===== src/design/lpht_pkg.sv =====
`timescale 1ns / 1ps
`default_nettype none
package lpht_pkg;

    localparam int NUM_SLOTS  = 128;
    localparam int KEY_BYTES  = 8;

    localparam int KEY_W      = 64;
    localparam int VALUE_W    = 64;
    localparam int ENTRY_W    = KEY_W + VALUE_W;
    localparam int SLOT_W     = $clog2(NUM_SLOTS);
    localparam int SLOT_OUT_W = 7;
    localparam int EXT_W      = (SLOT_W > SLOT_OUT_W) ? SLOT_W : SLOT_OUT_W;

    // Largest possible byte sum and the width that holds it.
    localparam int SUM_MAX = 255 * KEY_BYTES;
    localparam int SUM_W   = $clog2(SUM_MAX + 1);
    localparam int DIV_W   = (SUM_W > SLOT_W + 1) ? SUM_W : SLOT_W + 1;

    // Number of conditional subtract steps that reduce the byte sum to a slot.
    function automatic int mod_steps();
        int n;
        n = 0;
        for (int k = 0; k < 16; k++)
        begin
            if ((NUM_SLOTS << k) <= SUM_MAX)
            begin
                n = k + 1;
            end
        end
        return (n < 1) ? 1 : n;
    endfunction

    localparam int MOD_STEPS = mod_steps();
    localparam int MODC_W    = (MOD_STEPS > 1) ? $clog2(MOD_STEPS) : 1;

    // Keeps the low KEY_BYTES bytes of a key.
    function automatic logic [KEY_W-1:0] key_mask();
        logic [KEY_W-1:0] m;
        m = '0;
        for (int b = 0; b < 8; b++)
        begin
            if (b < KEY_BYTES)
            begin
                m[8*b +: 8] = 8'hFF;
            end
        end
        return m;
    endfunction

    localparam logic [KEY_W-1:0] KEY_MASK = key_mask();

    localparam logic CFG_OVERWRITE = 1'b0;

    localparam logic ACT_INSERT = 1'b0;
    localparam logic ACT_SEARCH = 1'b1;

    typedef enum logic [2:0] {
        ST_INSERTED  = 3'd0,
        ST_UPDATED   = 3'd1,
        ST_KEPT      = 3'd2,
        ST_FULL      = 3'd3,
        ST_FOUND     = 3'd4,
        ST_NOT_FOUND = 3'd5,
        ST_INVALID   = 3'd6
    } status_t;

    typedef enum logic [2:0] {
        S_IDLE,
        S_SUM,
        S_MOD,
        S_PROBE,
        S_CMP,
        S_DONE
    } state_t;

    typedef struct packed {
        logic               action;
        logic [KEY_W-1:0]   key;
        logic [VALUE_W-1:0] value;
    } req_t;

    typedef struct packed {
        status_t               status;
        logic [VALUE_W-1:0]    value_out;
        logic [SLOT_OUT_W-1:0] slot;
    } rsp_t;

    typedef struct packed {
        logic    load;
        logic    sum;
        logic    mod;
        logic    step;
        logic    rd;
        logic    ins;
        logic    upd;
        logic    res_set;
        status_t res_status;
        logic    res_found;
        logic    res_slot;
        logic    out_load;
    } dp_cmd_t;

    typedef struct packed {
        logic key_zero;
        logic search;
        logic slot_empty;
        logic key_match;
        logic last_probe;
        logic mod_last;
        logic out_free;
    } dp_status_t;

endpackage
`default_nettype wire


===== src/design/lpht_ctrl.sv =====
`timescale 1ns / 1ps
`default_nettype none
module lpht_ctrl (
    input  wire logic                clk,
    input  wire logic                rst_n,
    input  wire logic                req_valid,
    output logic                     req_ready,
    input  wire logic                overwrite,
    input  wire lpht_pkg::dp_status_t st,
    output lpht_pkg::dp_cmd_t         cmd
);

    lpht_pkg::state_t state_reg, state_next;

    always_ff @(posedge clk or negedge rst_n)
    begin
        if (!rst_n)
        begin
            state_reg <= lpht_pkg::S_IDLE;
        end
        else
        begin
            state_reg <= state_next;
        end
    end

    always_comb
    begin
        state_next = state_reg;
        cmd        = '0;
        cmd.res_status = lpht_pkg::ST_INVALID;
        req_ready  = 1'b0;
        case (state_reg)
            lpht_pkg::S_IDLE:
            begin
                req_ready = 1'b1;
                if (req_valid)
                begin
                    cmd.load   = 1'b1;
                    state_next = lpht_pkg::S_SUM;
                end
            end
            lpht_pkg::S_SUM:
            begin
                if (st.key_zero)
                begin
                    cmd.res_set    = 1'b1;
                    cmd.res_status = lpht_pkg::ST_INVALID;
                    state_next     = lpht_pkg::S_DONE;
                end
                else
                begin
                    cmd.sum    = 1'b1;
                    state_next = lpht_pkg::S_MOD;
                end
            end
            lpht_pkg::S_MOD:
            begin
                cmd.mod = 1'b1;
                if (st.mod_last)
                begin
                    state_next = lpht_pkg::S_PROBE;
                end
            end
            lpht_pkg::S_PROBE:
            begin
                if (st.slot_empty)
                begin
                    cmd.res_set = 1'b1;
                    if (st.search)
                    begin
                        cmd.res_status = lpht_pkg::ST_NOT_FOUND;
                    end
                    else
                    begin
                        cmd.ins        = 1'b1;
                        cmd.res_slot   = 1'b1;
                        cmd.res_status = lpht_pkg::ST_INSERTED;
                    end
                    state_next = lpht_pkg::S_DONE;
                end
                else
                begin
                    cmd.rd     = 1'b1;
                    state_next = lpht_pkg::S_CMP;
                end
            end
            lpht_pkg::S_CMP:
            begin
                if (st.key_match)
                begin
                    cmd.res_set  = 1'b1;
                    cmd.res_slot = 1'b1;
                    if (st.search)
                    begin
                        cmd.res_found  = 1'b1;
                        cmd.res_status = lpht_pkg::ST_FOUND;
                    end
                    else if (overwrite)
                    begin
                        cmd.upd        = 1'b1;
                        cmd.res_status = lpht_pkg::ST_UPDATED;
                    end
                    else
                    begin
                        cmd.res_status = lpht_pkg::ST_KEPT;
                    end
                    state_next = lpht_pkg::S_DONE;
                end
                else if (st.last_probe)
                begin
                    // Every slot has been visited without a match.
                    cmd.res_set    = 1'b1;
                    cmd.res_status = st.search ? lpht_pkg::ST_NOT_FOUND : lpht_pkg::ST_FULL;
                    state_next     = lpht_pkg::S_DONE;
                end
                else
                begin
                    cmd.step   = 1'b1;
                    state_next = lpht_pkg::S_PROBE;
                end
            end
            lpht_pkg::S_DONE:
            begin
                if (st.out_free)
                begin
                    cmd.out_load = 1'b1;
                    state_next   = lpht_pkg::S_IDLE;
                end
            end
            default:
            begin
                state_next = lpht_pkg::S_IDLE;
            end
        endcase
    end

endmodule
`default_nettype wire


===== config.mk =====
export PLATFORM = sky130hd
export DESIGN_NAME = lpht_ctrl
export DESIGN_NICKNAME = d
export VERILOG_FILES = /design/src/design/lpht_pkg.sv /design/src/design/lpht_ctrl.sv
export SDC_FILE = /design/constraint.sdc
export NUM_CORES = 1
export LEC_CHECK = 0
export ABC_AREA = 1
export BUFFER_PORTS_ARGS = -buffer_cell sky130_fd_sc_hd__buf_4
export CORE_AREA = 4 4 41 43
export CTS_CLUSTER_SIZE = 16
export DETAILED_ROUTE_END_ITERATION = 10
export DIE_AREA = 0 0 45 47
export MAX_ROUTING_LAYER = met4
export PLACE_DENSITY_LB_ADDON = 0.15
export SLEW_MARGIN = 20
export SYNTH_ARGS = -nofsm -noshare
export SYNTH_HDL_FRONTEND = slang
export SYNTH_SLANG_ARGS = --single-unit

===== constraint.sdc =====
create_clock -name clk -period 1.1 [get_ports clk]
set_input_delay 0.22 -clock clk [delete_from_list [all_inputs] [get_ports clk]]
set_output_delay 0.22 -clock clk [all_outputs]
set_load 0.03 [all_outputs]

==> results of run 1 <==
[placed cells by master (no fill, tap or decap), drive strengths merged, types with 2 or more instances in the layout]
master and instances:
buf 48, inv 14, nor2 10, nand2 10, nand3 8, nand4 4, clkbuf 4, dfrtp 3
or2 2, nor3 2
[what timing repair did]
action,4_1_cts,5_1_grt
endpoints found under the setup margin,17,18
buffers inserted,3,4
endpoints found under the hold margin,3,0
gates resized for setup,25,8
hold buffers,1,0
pin swaps,5,3
[worst max-delay path, cell delays in order, from the launching register on]
cell and delay (ns):
dfrtp_1 0.42, nor2_4 0.14, nand2_2 0.08, or2_4 0.26, nand3_2 0.07, buf_6 0.13
[cell type report]
cell class,count,area (um^2)
tap,15,18.8
timing repair buffer,49,430
multi-input combinational,40,330
fill,106,357
sequential,3,76.3
clock buffer,4,26.3
inverter,15,62.6
[cell families after synthesis]
| family | share of synthesized area (%) |
|---|---|
| AOI/OAI and AO/OA | 7.20 |
| buffers and inverters | 17.0 |
| DFF | 22.7 |
| and+or+nand+nor | 53.0 |
[metal layers]
metal / vias to the layer above / routed length (um) / track usage [%]
li1: 293 / - / -
met1: 265 / 579 / 18.1
met2: 13 / 800 / 26.0
met3: 2 / 52 / 2.30
met4: 0 / 17 / 8.77
met5: - / 0 / -
[path summary, 6_finish.rpt]
kind / cells past startpoint / slack, ns / end / startpoint
worst min register to register: 4 / 0.80 / state_reg[1] / state_reg[0]
min in group asynchronous: 2 / 0.33 / state_reg[1] / rst_n
worst min-delay path: 4 / 0.28 / state_reg[0] / st[0]
worst max register to register: 9 / -0.17 / state_reg[0] / state_reg[1]
worst max-delay path: 5 / -0.47 / cmd[5] / state_reg[1]
max in group asynchronous: 2 / 0.66 / state_reg[0] / rst_n
[where the power goes]
| group | switching [mW] | internal [mW] | total [mW] |
|---|---|---|---|
| Combinational | 0.968 | 0.842 | 1.81 |
| Sequential | 0.0633 | 0.168 | 0.231 |
| Clock | 0.0621 | 0.136 | 0.198 |
[through the flow]
stage | setup slack (ns) | hold WS, ns | util [%] | setup TNS (ns)
after floorplan | -0.287 | -0.0756 | - | -2.44
after global placement | -0.241 | 0.00923 | 57.2 | -2.23
after detailed placement | -0.265 | 0.0102 | 57.2 | -2.37
after CTS | -0.448 | 0.276 | 69.0 | -5.53
after global routing | -0.525 | 0.329 | 72.6 | -7.16
final | -0.470 | 0.276 | 72.6 | -6.05
==> impl_metrics.tcl, run 1 <==
set metrics [dict create \
    p_leak_nw 0.504 \
    status "finished, violations left" \
    finalNetCount 123 \
    drv_slew 0 \
    routed_via_density 4.55 \
    io_buffers 25 \
    max-slew-margin-rel_pct 83.7 \
    final_cells 126 \
    async_reset_ff_share_pct 100 \
    vias 573 \
    ys_ff_latch 3 \
    synth_cells 58 \
    path_class "reg2out" \
    final_layout_size_suffix_gt1_share_pct 71.2 \
    synthFlopType "dfrtp_1" \
    syn_area_um2 330 \
    hpwl_um 1030 \
    antenna_cells 0 \
    antenna_found_initial 0 \
    hold_viol_final 0 \
    yosys.area.top_type_share_pct 22.7 \
    yosys_warnings 0 \
    grt_pass1_wl_um 2280 \
    grt_overflow 0 \
    row_count 13 \
    ant_nets 0 \
    worstSkewPairLatency_ns 0.24 \
    max_cap_viol_count 0 \
    yosysMostFrequentCell "inv_1" \
    worst_slack_ns -0.470 \
    cts-buffers-inserted 3 \
    yosys-top-cells-count "inv_1 (15), nand2_1 (9), nor2_1 (9)" \
    wl_um 1450 \
    final_area_um2 945 \
    place_area_um2 744 \
    die_area_mm2 0.00212 \
    core_area_mm2 0.00130 \
    ys_seq_area_share_pct 22.7 \
    start_util_pct 25.4 \
    vdd_drop_max_v 0.00166 \
    setup_viol 17 \
    drc 0 \
    cts.path.max_buffers 2 \
    grt_max_degree 6 \
    drtIter0Drc 8 \
    clk_pin_slew_worst_paths_ns 0.04 \
    yosysTopAreaCell "dfrtp_1" \
    avgSynthCellArea_um2 5.70 \
    synth_edf_count 0 \
    firstDrtPassIters 3 \
    grt_use_total_pct 15.7 \
    finalCritPeriodShare_pct 143 \
    hold_class "in2reg" \
    fmax_ghz 0.637 \
    synth_area_leaders "dfrtp_1 (23%), inv_1 (17%), nand3_1 (12%), nand2_1 (10%), nor2_1 (10%)" \
    ys_types 16 \
    worstPathArrival_ns 1.35 \
    finalCriticalPeriod_ns 1.57 \
    fp.dieW_um 45 \
    fin_total_pwr_mw 2.24 \
    areaGrowthSynthToFinish_pct 186 \
    wl_per_cell_um 11.5 \
    rsz0062_at_grt "yes" \
    dieHeight_um 47 \
    syn_nets 69 \
    path_max_fanout 3 \
    power_density_mw_per_mm2 2370 \
    gp_congestion 0.741 \
    endpoint_kind "output port" \
    startpoint_type "flip-flop" \
    final.setup_skew_ns 0.00235 \
    worst_pin_slew_ns 0.244 \
    largest_register_ffs 3 \
    ioPinCount 26 \
    failed_checks "negative setup slack" \
    cts_tree "built" \
    cts.htree.levels 1 \
    crit_required_ns 0.88 \
    grt_pass1_vias 568 \
    cts_root_buffer "clkbuf_4" \
    clock-sinks 3 \
    placed_cells 116 \
]
No activity file was read; power rests on OpenSTA's default activity.
==> run 2, diff against run 1 <==
- PLACE_DENSITY: default -> 0.61
- PLACE_DENSITY_LB_ADDON: 0.15 -> default
==> run 2 against run 1 <==
The flow still finishes with violations (negative setup slack); hold slack improved by 0.0082 ns; total power increased by 0.65%; global-route usage is 0.15 points higher; critical path type unchanged; largest cell class unchanged; register-to-register slack got worse by 0.02 ns.
==> impl_metrics.tcl, run 2 (synthesis gave the netlist of run 1 again) <==
set metrics [dict create \
    gp_congestion 0.846 \
    cp_slowest_cell "dfrtp_2" \
    setup_viol 18 \
    io_buffers 25 \
    worstPathArrival_ns 1.35 \
    ant_nets 0 \
    vias 574 \
    cts-buffers-inserted 3 \
    antenna_found_initial 0 \
    clk_pin_slew_worst_paths_ns 0.03 \
    final_layout_size_suffix_gt1_share_pct 72.1 \
    cts_root_buffer "clkbuf_4" \
    final_cell_mix "buf_4 (31), buf_6 (17), inv_1 (11)" \
    endpoint_kind "output port" \
    finalCriticalPeriod_ns 1.57 \
    start_util_pct 25.4 \
    grt_overflow 0 \
    path_class "reg2out" \
    die_area_mm2 0.00212 \
    cts.path.max_buffers 2 \
    clock-sinks 3 \
    fp.dieW_um 45 \
    hold_viol_final 0 \
    areaGrowthSynthToFinish_pct 188 \
    fin_util_pct 73.2 \
    finalCritPeriodShare_pct 143 \
    worst_pin_slew_ns 0.237 \
    largest_register_ffs 3 \
    firstDrtPassIters 4 \
    crit_chain "nor2_4, nand2_4, or2_4, nand3_2, buf_6" \
    crit_required_ns 0.88 \
    vdd_drop_max_v 0.00140 \
    row_count 13 \
    antenna_cells 0 \
    grt_use_total_pct 15.8 \
    ioPinCount 26 \
    startpoint_type "flip-flop" \
    grt_max_degree 6 \
    failed_checks "negative setup slack" \
    power_density_mw_per_mm2 2370 \
    rsz0062_at_grt "yes" \
    status "finished, violations left" \
    grt_pass1_wl_um 2340 \
    hpwl_um 1010 \
    drtIter0Drc 6 \
    place_area_um2 722 \
    p_leak_nw 0.509 \
    hold_class "in2reg" \
    max-slew-margin-rel_pct 84.2 \
    fmax_ghz 0.636 \
    layout_commonest_cell "buf_4" \
    final_area_um2 952 \
    place_ws_ns -0.275 \
    path_max_fanout 5 \
    wl_per_cell_um 13.2 \
    max_cap_viol_count 0 \
    core_area_mm2 0.00130 \
    finalNetCount 123 \
    wl_um 1660 \
    cts.htree.levels 1 \
    placed_cells 113 \
    min_path_cells 4 \
    cts_tree "built" \
    r2r_cells 6 \
    cpPeakStageDelay_ns 0.46 \
    worstSkewPairLatency_ns 0.23 \
    final_cells 126 \
    drv_slew 0 \
    worst_slack_ns -0.473 \
    drc 0 \
    routed_via_density 4.56 \
    final.setup_skew_ns 0.00338 \
    dieHeight_um 47 \
    grt_pass1_vias 559 \
]
==> run 2: power by group <==
| group | internal [mW] | switching (mW) | total (mW) |
|---|---|---|---|
| sequential | 0.171 | 0.0879 | 0.258 |
| combinational | 0.847 | 0.960 | 1.81 |
| clock | 0.136 | 0.0543 | 0.190 |
| total | 1.15 | 1.10 | 2.25 |
==> run 2: repair_timing <==
item | in CTS | in global routing
hold buffers | 1 | 0
setup endpoints to repair | 18 | 18
hold endpoints to repair | 3 | 0
pin swaps | 9 | 3
gates resized for setup | 24 | 12
setup buffers | 4 | 4
==> run 2: routing by layer <==
layer	GRT usage, %	part of all wire (%)
met1	18.0	41
met2	28.2	53
met3	1.15	3.1
met4	7.02	2.8
met5	-	0
==> run 2: path summary, 6_finish.rpt <==
check	startpoint	to	slack (ns)
min in group asynchronous	rst_n	state_reg[2]	0.33
hold / removal	st[0]	state_reg[0]	0.28
setup reg to reg	state_reg[1]	state_reg[1]	-0.19
hold reg to reg	state_reg[1]	state_reg[1]	0.69
setup / recovery	state_reg[1]	cmd[5]	-0.47
max in group asynchronous	rst_n	state_reg[0]	0.67
==> run 2: metrics by stage <==
step | hold slack [ns] | power (mW) | TNS [ns]
after global placement | 0.00780 | 1.53 | -2.93
final | 0.284 | 2.25 | -6.33
after CTS | 0.293 | 2.04 | -6.04
after floorplan | -0.0756 | 0.983 | -2.44
after detailed placement | 0.00957 | 1.54 | -2.90
after global routing | 0.301 | 2.39 | -7.34
==> run 2: area by class of cell <==
type / count / area, um^2
Clock buffer: 4 / 26.3
Fill cell: 92 / 349
Inverter: 15 / 65.1
Multi-Input combinational cell: 40 / 330
Sequential cell: 3 / 77.6
Tap cell: 15 / 18.8
Timing Repair Buffer: 49 / 434
==> run 2: critical path: cells and delay by family, from the launching register on <==
family,cells,cell delay [ns]
and+or+nand+nor,4,0.54
buffers and inverters,1,0.13
DFF,1,0.46
==> run 3, diff against run 2 <==
- ABC_AREA: 1 -> default
- PLACE_DENSITY: 0.61 -> 0.65
- SETUP_SLACK_MARGIN: default -> 0.3
==> run 3 against run 2 <==
Via count decreased by 6.1%; design area decreased by 0.92%; the flow still finishes with violations (negative setup slack); cell count decreased by 14%; register-to-register slack got worse by 0.05 ns; critical path type unchanged; flip-flop and latch count unchanged; utilization decreased by 0.67 points; hold slack improved by 0.037 ns; largest cell class is now multi-input combinational cells; area after synthesis increased by 15%; critical endpoint is now cmd[10]; combinational power about the same; sequential share of layout area decreased by 0.19 points; wire length decreased by 12%.
==> impl_metrics.tcl, run 3 <==
set metrics [dict create \
    io_buffers 25 \
    layout_commonest_cell "buf_4" \
    seqPwrFrac_pct 9.9 \
    power_density_mw_per_mm2 2390 \
    ioPinCount 26 \
    endpoint_kind "output port" \
    synth_simple_gate_area_share_pct 44.4 \
    path_class "reg2out" \
    multi_input_area_um2 412 \
    finalNetCount 105 \
    finalCriticalPeriod_ns 1.65 \
    synth_edf_count 0 \
    wl_um 1470 \
    crit_chain "buf_6, nand2b_4, nor4_4, buf_4" \
    setup_viol 18 \
    dieHeight_um 47 \
    synth_cells 46 \
    startpoint "state_reg[1]" \
    startpoint_type "flip-flop" \
    vdd_drop_max_v 0.00112 \
    fmax_ghz 0.606 \
    antenna_found_initial 0 \
    start_util_pct 29.2 \
    rsz0062_at_grt "yes" \
    layout.area.seq_um2 75.1 \
    firstDrtPassIters 4 \
    yosysTopAreaCell "dfrtp_1" \
    cts-buffers-inserted 3 \
    routed_via_density 4.99 \
    fillers 94 \
    r2r_start "state_reg[1]" \
    worst_pin_slew_ns 0.272 \
    areaGrowthSynthToFinish_pct 148 \
    max-slew-margin-rel_pct 81.8 \
    die_area_mm2 0.00212 \
    place_ws_ns -0.300 \
    p_int_mw 1.23 \
    vias 539 \
    final.setup_skew_ns 0.00460 \
    synthAdderAreaFrac_pct 0 \
    wl_per_cell_um 13.6 \
    fp.dieW_um 45 \
    hpwl_um 1020 \
    r2r_slack_ns -0.24 \
    synth_xor_xnor_area_share_pct 0 \
    yosys-top-cells-count "o21ai_0 (6), nand2_1 (5), nor2_1 (5)" \
    cpPeakStageDelay_ns 0.41 \
    fin_util_pct 72.5 \
    cts.htree.levels 1 \
    yosysMostFrequentCell "o21ai_0" \
    ys_types 28 \
    syn_nets 57 \
    power_frac_comb_pct 81.7 \
    syn_area_um2 380 \
    clockPowerShare_pct 8.4 \
    yosys.area.top_type_share_pct 19.7 \
    cts.path.max_buffers 2 \
    max_cap_viol_count 0 \
    gp_congestion 0.756 \
    core_area_mm2 0.00130 \
    final_cell_mix "buf_4 (29), buf_6 (16), o21ai_2 (4)" \
    grt_pass1_vias 535 \
    endpoint "cmd[10]" \
    hold_class "in2reg" \
    p_sw_share_pct 45.5 \
    fin_total_pwr_mw 2.25 \
    clk_pin_slew_worst_paths_ns 0.03 \
    grt_use_total_pct 14.7 \
    finalCritPeriodShare_pct 150 \
    worstSkewPairLatency_ns 0.23 \
    cts_tree "built" \
    antenna_cells 0 \
    grt_max_degree 11 \
    synthMuxAreaShare_pct 2.63 \
    power.net_switching_mw 1.03 \
    synth_compound_area_share_pct 23.4 \
    avgSynthCellArea_um2 8.27 \
    drv_slew 0 \
    r2r_cells 6 \
    synthFlopType "dfrtp_1" \
    ys_seq_area_share_pct 19.7 \
    largest_register_ffs 3 \
    grt_overflow 0 \
    clock-sinks 3 \
    hold_viol_final 0 \
    row_count 13 \
    status "finished, violations left" \
    grt_pass1_wl_um 2150 \
    drtIter0Drc 5 \
    p_leak_nw 0.437 \
    crit_required_ns 0.88 \
    ys_ff_latch 3 \
    drc 0 \
    worst_slack_ns -0.550 \
    path_max_fanout 4 \
    worstPathArrival_ns 1.43 \
    synth_top_family_by_area "simple AND/OR/NAND/NOR gates" \
    async_reset_ff_share_pct 100 \
    final_layout_size_suffix_gt1_share_pct 77.4 \
    failed_checks "negative setup slack" \
    yosys_warnings 0 \
    synth_area_leaders "dfrtp_1 (20%), buf_6 (8.9%), o21ai_0 (7.9%), nor2b_4 (7.2%), nand2_1 (4.9%)" \
    cp_slowest_cell "dfrtp_1" \
    reg2reg_to "state_reg[0]" \
    cts_root_buffer "clkbuf_4" \
    ant_nets 0 \
]
-- run 3: cell types whose count changed in the layout (fill, tap and decap cells not counted), moves of 3 or more --
cell / before / now
nand4_1: 4 / 0
inv_1: 11 / 1
nor2_4: 6 / 3
nand3_2: 4 / 0
o21ai_2: 1 / 4
nand3_1: 3 / 0
-- run 3: stage by stage --
stage | hold WS, ns | setup TNS, ns | std cells | instance area [um^2]
after global placement | 0.0118 | -3.10 | 96 | 713
final | 0.321 | -7.34 | 108 | 943
after CTS | 0.311 | -6.97 | 101 | 826
after floorplan | -0.0756 | -3.85 | 46 | 443
after detailed placement | 0.0161 | -3.23 | 96 | 713
after global routing | 0.333 | -8.44 | 108 | 943
-- run 3: area by class of cell --
class	instances	share of cell area, %
tap	15	1.99
timing repair buffer	46	43.2
multi-input combinational	39	43.6
sequential	3	7.96
clock buffer	4	2.79
inverter	1	0.398
-- run 3: metal layers --
metal,wire [um],vias up,GRT usage (%)
met5,0,-,-
met2,812,25,26.3
li1,-,263,-
met4,27,0,10.5
met1,552,249,15.1
met3,74,2,1.15
-- run 3: worst min-delay path by stage --
stage	from	endpoint	slack [ns]	depth (start not counted)
6_report	st[1]	state_reg[0]	0.32	3
2_1_floorplan	rst_n	state_reg[0]	-0.08	0
3_3_place_gp	rst_n	state_reg[0]	0.01	1
5_1_grt	st[1]	state_reg[0]	0.33	3
4_1_cts	st[1]	state_reg[0]	0.31	3
3_5_place_dp	rst_n	state_reg[0]	0.02	1
-- run 3: logic make-up after synthesis --
kind of cell / count (synthesis)
AOI/OAI and AO/OA: 14
buffers and inverters: 4
DFF: 3
muxes: 1
and+or+nand+nor: 24
-- run 3: repair_timing --
action                                  4_1_cts  5_1_grt
endpoints found under the setup margin       18       18
endpoints found under the hold margin         3        0
pin swaps                                     1       10
hold buffers                                  1        0
resized for setup                            15       17
buffers inserted                              0        7
-- run 3: worst max-delay path, delay by kind of cell (launching register included) --
family	cells	cell delay [ns]
buffers and inverters	2	0.35
and+or+nand+nor	2	0.44
DFF	1	0.41
-- run 3: power groups by stage --
stage	Sequential [mW]	Clock (mW)	Combinational, mW
after floorplan	0.205	0	0.953
after global placement	0.222	0	1.35
after detailed placement	0.228	0	1.36
after CTS	0.227	0.195	1.52
after global routing	0.229	0.207	1.94
final	0.222	0.190	1.84
